<file path="src/sv/hbe_pkg.sv">
// Package with the types and codes shared by the histogram bin engine.
`default_nettype none

package hbe_pkg;

    localparam int VALUE_WIDTH = 32;
    localparam int COUNT_WIDTH = 32;
    localparam int INDEX_WIDTH = 6;
    localparam int CODE_WIDTH  = 6;
    localparam int NB_WIDTH    = 7;
    localparam int CFG_IDX_WIDTH = 2;

    // Operation codes of an input transaction.
    localparam logic [1:0] OP_LOAD   = 2'd0;
    localparam logic [1:0] OP_SAMPLE = 2'd1;
    localparam logic [1:0] OP_READ   = 2'd2;
    localparam logic [1:0] OP_CLEAR  = 2'd3;

    // Result status codes.
    localparam logic [1:0] STAT_OK        = 2'd0;
    localparam logic [1:0] STAT_RANGE     = 2'd1;
    localparam logic [1:0] STAT_MISS_SKIP = 2'd2;
    localparam logic [1:0] STAT_MISS_ERR  = 2'd3;

    // Configuration register indexes.
    localparam logic [CFG_IDX_WIDTH-1:0] CFG_NUM_BREAKS    = 2'd0;
    localparam logic [CFG_IDX_WIDTH-1:0] CFG_RIGHT_CLOSED  = 2'd1;
    localparam logic [CFG_IDX_WIDTH-1:0] CFG_KEEP_BORDER   = 2'd2;
    localparam logic [CFG_IDX_WIDTH-1:0] CFG_ALLOW_MISSING = 2'd3;

    typedef struct packed {
        logic [1:0]                    op;
        logic [INDEX_WIDTH-1:0]        index;
        logic signed [VALUE_WIDTH-1:0] value;
        logic                          is_missing;
    } in_item_t;

    typedef struct packed {
        logic [1:0]             status;
        logic [CODE_WIDTH-1:0]  bin_code;
        logic [COUNT_WIDTH-1:0] bin_count;
    } out_item_t;

    typedef struct packed {
        logic [NB_WIDTH-1:0] num_breaks;
        logic                right_closed;
        logic                keep_border;
        logic                allow_missing;
    } cfg_t;

    typedef enum logic [2:0] {
        CMD_LOAD,
        CMD_SAMPLE,
        CMD_MISSING,
        CMD_READ,
        CMD_CLEAR
    } cmd_kind_t;

    typedef struct packed {
        cmd_kind_t                     kind;
        logic [INDEX_WIDTH-1:0]        addr;
        logic signed [VALUE_WIDTH-1:0] value;
        logic                          in_range;
    } cmd_t;

    typedef enum logic [2:0] {
        BK_IDLE,
        BK_LO,
        BK_HI,
        BK_MID,
        BK_CNT,
        BK_RDCNT
    } back_state_t;

endpackage

`default_nettype wire

</file>
<file path="src/sv/hbe_front.sv">
// Front end: decodes input transactions into commands and queues them.
`default_nettype none

module hbe_front import hbe_pkg::*; #(
    parameter int MAX_BREAKS = 64
) (
    input  wire logic     aclk,
    input  wire logic     aresetn,
    input  wire logic     s_valid,
    output logic          s_ready,
    input  wire in_item_t s_data,
    output logic          cmd_valid,
    input  wire logic     cmd_pop,
    output cmd_t          cmd
);

    localparam int DEPTH = 2;

    cmd_t        entry_reg [DEPTH];
    logic        wr_ptr_reg, wr_ptr_next;
    logic        rd_ptr_reg, rd_ptr_next;
    logic [1:0]  count_reg, count_next;
    cmd_t        cmd_in;
    logic [31:0] index_wide;
    logic        push;

    assign index_wide = 32'(s_data.index);

    // Classify the incoming transaction.
    always_comb begin
        cmd_in.addr     = s_data.index;
        cmd_in.value    = s_data.value;
        cmd_in.in_range = 1'b0;
        case (s_data.op)
            OP_LOAD: begin
                cmd_in.kind     = CMD_LOAD;
                cmd_in.in_range = index_wide < MAX_BREAKS;
            end
            OP_SAMPLE: begin
                cmd_in.kind = s_data.is_missing ? CMD_MISSING : CMD_SAMPLE;
            end
            OP_READ: begin
                cmd_in.kind     = CMD_READ;
                cmd_in.in_range = index_wide < (MAX_BREAKS - 1);
            end
            OP_CLEAR: begin
                cmd_in.kind = CMD_CLEAR;
            end
            default: begin
                cmd_in.kind = CMD_CLEAR;
            end
        endcase
    end

    assign s_ready   = count_reg != 2'(DEPTH);
    assign push      = s_valid && s_ready;
    assign cmd_valid = count_reg != 2'd0;
    assign cmd       = entry_reg[rd_ptr_reg];

    always_comb begin
        wr_ptr_next = push ? ~wr_ptr_reg : wr_ptr_reg;
        rd_ptr_next = cmd_pop ? ~rd_ptr_reg : rd_ptr_reg;
        count_next  = count_reg + 2'(push) - 2'(cmd_pop);
    end

    always_ff @(posedge aclk) begin
        if (!aresetn) begin
            wr_ptr_reg <= 1'b0;
            rd_ptr_reg <= 1'b0;
            count_reg  <= 2'd0;
        end else begin
            wr_ptr_reg <= wr_ptr_next;
            rd_ptr_reg <= rd_ptr_next;
            count_reg  <= count_next;
        end
    end

    always_ff @(posedge aclk) begin
        if (push) begin
            entry_reg[wr_ptr_reg] <= cmd_in;
        end
    end

endmodule

`default_nettype wire

</file>
<file path="config.mk">
export PLATFORM = sky130hd
export DESIGN_NAME = hbe_front
export DESIGN_NICKNAME = d
export VERILOG_FILES = /design/src/sv/hbe_pkg.sv /design/src/sv/hbe_front.sv
export SDC_FILE = /design/constraint.sdc
export NUM_CORES = 1
export LEC_CHECK = 0
export BUFFER_PORTS_ARGS = -buffer_cell sky130_fd_sc_hd__buf_2
export CAP_MARGIN = 10
export CORE_AREA = 4 4 70 104
export CTS_BUF_LIST = sky130_fd_sc_hd__clkbuf_2
export DETAILED_ROUTE_END_ITERATION = 10
export DIE_AREA = 0 0 74 108
export PLACE_DENSITY = 0.91
export SYNTH_ARGS = -nofsm -noshare
export SYNTH_HDL_FRONTEND = slang
export SYNTH_SLANG_ARGS = --single-unit
export TNS_END_PERCENT = 10
</file>
<file path="constraint.sdc">
create_clock -name aclk -period 2.6 [get_ports aclk]
set_input_delay 0.13 -clock aclk [delete_from_list [all_inputs] [get_ports aclk]]
set_output_delay 0.13 -clock aclk [all_outputs]
set_load 0.05 [all_outputs]
</file>
# ---- Yosys cells after proc, flatten, opt, wreduce, memory -nomap -nowiden
# Memory sizes are Yosys's and may differ from the RTL's. A register that Yosys moved wholly into a read port is not among the register bits.
# Cells that the tools add are included.
dict set report totals {
  regBits 4
  mem_bits_rw 84
  input_bits 45
  mem_count 1
}
# name words word_bits read_ports rd_ports_with_merged_regs write_ports line_no
set memory_table {}
lappend memory_table {entry_reg 2 42 1 1 1 hbe_front.sv:19} ;# cmd_t entry_reg [DEPTH];
dict set report op_classes {
  addsub 2
  magnitude_cmp 2
  eq_ne 4
  muxes 7
  bitwise_logic 2
  reduce_logical 3
}
# cell n
set op_table {}
lappend op_table {{3-bit one-hot mux with 4 select lines} 1}
lappend op_table {{6-bit by 7-bit less-than comparator with 1-bit output (second input constant)} 1}
lappend op_table {{6-bit less-than comparator (second input constant)} 1}
lappend op_table {{2-bit equality test (second input constant)} 2}
lappend op_table {{1-bit two-way mux} 4}
lappend op_table {{2-bit by 1-bit adder with 2-bit output} 1}
lappend op_table {{2-bit by 1-bit equality test with 1-bit output (second input constant)} 1}
lappend op_table {{2-bit logical NOT} 1}
lappend op_table {{2-bit two-way mux} 1}
lappend op_table {{2-bit inequality test (second input constant)} 1}
lappend op_table {{1-bit inverter} 2}
lappend op_table {{1-bit one-hot mux with 2 select lines} 1}
lappend op_table {{2-bit nonzero test} 1}
lappend op_table {{2-bit by 1-bit subtractor with 2-bit output} 1}
lappend op_table {{1-bit logical AND} 1}

# ---- Longest topological paths before layout
dict set report depth {
  ltp_word 4
  ltp_mapped 7
  mapped_depth_nobuf 7
}

# ---- Worst setup path before layout
# OpenSTA, ideal clock, no wires.
dict set report synth_path {
  kind {reg2reg}
  startpoint {register count_reg[0]}
  endpoint {memory entry_reg[1][0] (netlist bit) (enable)}
  setup_ns 0.404
  t_arrival_ns 2.020
  required_time_ns 2.196
  path_slack_ns 0.177
  stages_incl_launch_ff 3
  path_buffers 0
  period_less_slack_ns 2.423
  cell_sequence {dfxtp_1 > nand2b_1 > and3_1}
}
dict set report synth_via {
  elab_chain_len 4
}
# item line_no
set synth_lines {}
lappend synth_lines {{start, declared} hbe_front.sv:22} ;# logic [1:0] count_reg, count_next;
lappend synth_lines {{start signal, assigned} hbe_front.sv:74} ;# count_reg <= count_next;
lappend synth_lines {{2-bit inequality test} hbe_front.sv:55} ;# assign s_ready = count_reg != 2'(DEPTH);
lappend synth_lines {{named net s_ready} hbe_front.sv:10} ;# output logic s_ready,
lappend synth_lines {{1-bit logical AND} hbe_front.sv:56} ;# assign push = s_valid && s_ready;
lappend synth_lines {{1-bit two-way mux} hbe_front.sv:79} ;# if (push) begin
lappend synth_lines {{1-bit two-way mux (not written as such)} hbe_front.sv:80} ;# entry_reg[wr_ptr_reg] <= cmd_in;
lappend synth_lines {{end, declared} hbe_front.sv:19}
# The timed path passes the listed nets, and every way through them passes these cells.

==> run metrics <==
RePlAce Congestion 0.691; Slew headroom 64.0%; Starting Density 52.0%; crit path kind register to output port; Clock Latency Late Sink 0.53 ns; CTS tree done; required time of the critical path 2.47 ns; Die Wd 74 µm; number of I/O port buffers 88; Static Leak 1.71 nW; drc violations 0; die area 7990 µm²; Compound-Gate Fraction of Synth Area 1.91%; final hold slack 0.316 ns; register area share after synthesis 78.4%; initial antenna violation count 0; Layout Cells excl Fill 391; GRT overflow 0; diode count 0; Max Fclk 483 MHz; Crit. End Element output port; die height 108 µm; crit share post-route 79.7%; area fraction of the dominant cell type after synthesis 75.4%; Area Overhead vs Synth 32.5%; nets 357; largest net degree at the start of global routing 43; WP data arrival 1.94 ns; Placed Instances 331; core footprint 6440 µm²; first-pass GRT wire length 10000 µm; Synth area leader edfxtp_1; worst-path cell chain buf_4 > mux2_2 > buf_2; largest stage delay on the critical path 0.44 ns; simple logic cell fraction of the synthesized area 3.03%; Worst-Margin Slew 0.540 ns; Hold Fails Final Rpt 0; synth unique cells 26; number of synthesized flops with an enable pin 84; Yosys reg bits 89; xor and xnor area share after synthesis 0.523%; First-pass DRT Iterations 4; Synth Area per Inst 20.0 µm²; max-slew violations 0; worst clock skew 0.0286 ns; Adder-Cell Fraction of Synth Area 0.374%; Final Setup Violations 0; status completed; max-cap viol count 0; CP delay by family, top buffers and inverters; syn_nets 213; largest family of logic cells by synthesized area multiplexers; TNS Setup 0 ns; most frequent cell after synthesis edfxtp_1; Commonest cells post-synth 84 x edfxtp_1, 42 x mux2_2, 5 x dfxtp_1; ANT nets after route 0; Tightest Hold Check Type input pin to register; DR iter-0 viols 90; critical path peak fanout 42; fraction of layout cells with a size suffix above 1 48.9%; ys flop type edfxtp_1; WL final 6480 µm; asr flop ratio synth 0%; Vias per Instance 5.04; number of global-route vias before repair 2038; r2r setup slk 0.89 ns; final core occ 68.9%; postcts setup bufs 0; clock tree buffer depth 2; HPWL Detailed 4160 µm; GRT Total Usage 17.7%; fillers 423; Worst VDD drop 427 µV; CP max-delay cell buf_4; RSZ-0062 raised after global routing false; WP buf/inv 2; detailed-route wire length per cell 16.6 µm; CP startpoint kind register; Cell Area, Synth 3350 µm²; clock sink count 89; largest cells by area after synthesis edfxtp_1 75%, mux2_2 14%, dfxtp_1 3.0%; post-route minimum period 2.07 ns; post-synthesis mux area share 14.4%; Inserted Clock Buffers 9; Clock Tree Root clkbuf_2; Reg clk slew, reported paths 0.21 ns; Ys Warns 0; Site Rows 36; Power Density 716 nW/µm²; cells after synthesis 167; via count 1971; Largest register FFs 84; IO Count 89; # H-tree levels 3
[power breakdown]
part / switching (W) / internal (W) / leakage, nW / total [W]
Sequential: 0.0000339 / 0.00171 / 0.827 / 0.00174
Combinational: 0.000547 / 0.000253 / 0.818 / 0.000800
Clock: 0.000419 / 0.000212 / 0.0666 / 0.000631
Total: 0.00100 / 0.00218 / 1.71 / 0.00318
[placed cells by master, fill, tap and decap left out, types with 2 or more instances in the layout]
| cell type | count |
|---|---|
| and2_1 | 4 |
| dfxtp_1 | 4 |
| dlygate4sd3_1 | 45 |
| clkbuf_2 | 10 |
| mux2_2 | 42 |
| clkinv_1 | 2 |
| buf_2 | 88 |
| nand2_1 | 2 |
| inv_1 | 2 |
| edfxtp_1 | 84 |
| nand3b_1 | 2 |
| nand2b_1 | 3 |
| o21ai_0 | 2 |
| clkinv_2 | 2 |
| buf_4 | 5 |
[per-layer routing]
layer | global-route usage, % | part of all wire, % | vias to the layer above
met2 | 28.9 | 53 | 67
met3 | 4.93 | 5.4 | 19
met1 | 20.0 | 37 | 944
met5 | 0 | 0 | -
li1 | - | - | 941
met4 | 11.4 | 4.2 | 0
[cell families after synthesis]
kind of cell,after synthesis
buffers and inverters,8
AND/OR/NAND/NOR,16
adder cells (fa/ha/maj),1
AO/OA/AOI/OAI,8
XOR/XNOR,2
multiplexers,43
flip-flops,89
[layout make-up]
cell class	instances	area [µm²]	share of cell area, %
multi-input combinational	70	679	15.3
clock buffer	10	50.0	1.13
timing repair buffer	138	928	20.9
inverter	3	11.3	0.254
clock inverter	5	47.5	1.07
tap	76	95.1	2.14
sequential	89	2620	59.2
[what timing repair did]
action / in CTS / in global routing
resized for setup: 0 / 0
endpoints found under the hold margin: 89 / 0
hold buffers: 45 / 0
endpoints found under the setup margin: 0 / 0
[worst reg2reg max path, stage by stage, from the launching register on]
cell and delay [ns]:
dfxtp_1 0.43, nand2b_1 0.20, and3_2 0.48, buf_4 0.31
[worst paths after layout]
path                      from               end  depth (start not counted)
setup / recovery      register           cmd[25]                          3
hold / removal       s_data[6]   entry_reg[0][6]                          2
setup reg to reg  count_reg[0]  entry_reg[1][41]                          3
hold reg to reg     rd_ptr_reg        rd_ptr_reg                          2
[per-stage QoR]
step | power, W | worst slack [ns] | cell area [µm²]
finish | 0.00318 | 0.528 | 4440
global route | 0.00332 | 0.397 | 4440
CTS | 0.00320 | 0.466 | 4440
detailed placement | 0.00253 | 0.883 | 3890
global placement | 0.00251 | 0.970 | 3890
floorplan | 0.00234 | 0.177 | 3350
No activity file was read; power rests on OpenSTA's default activity.
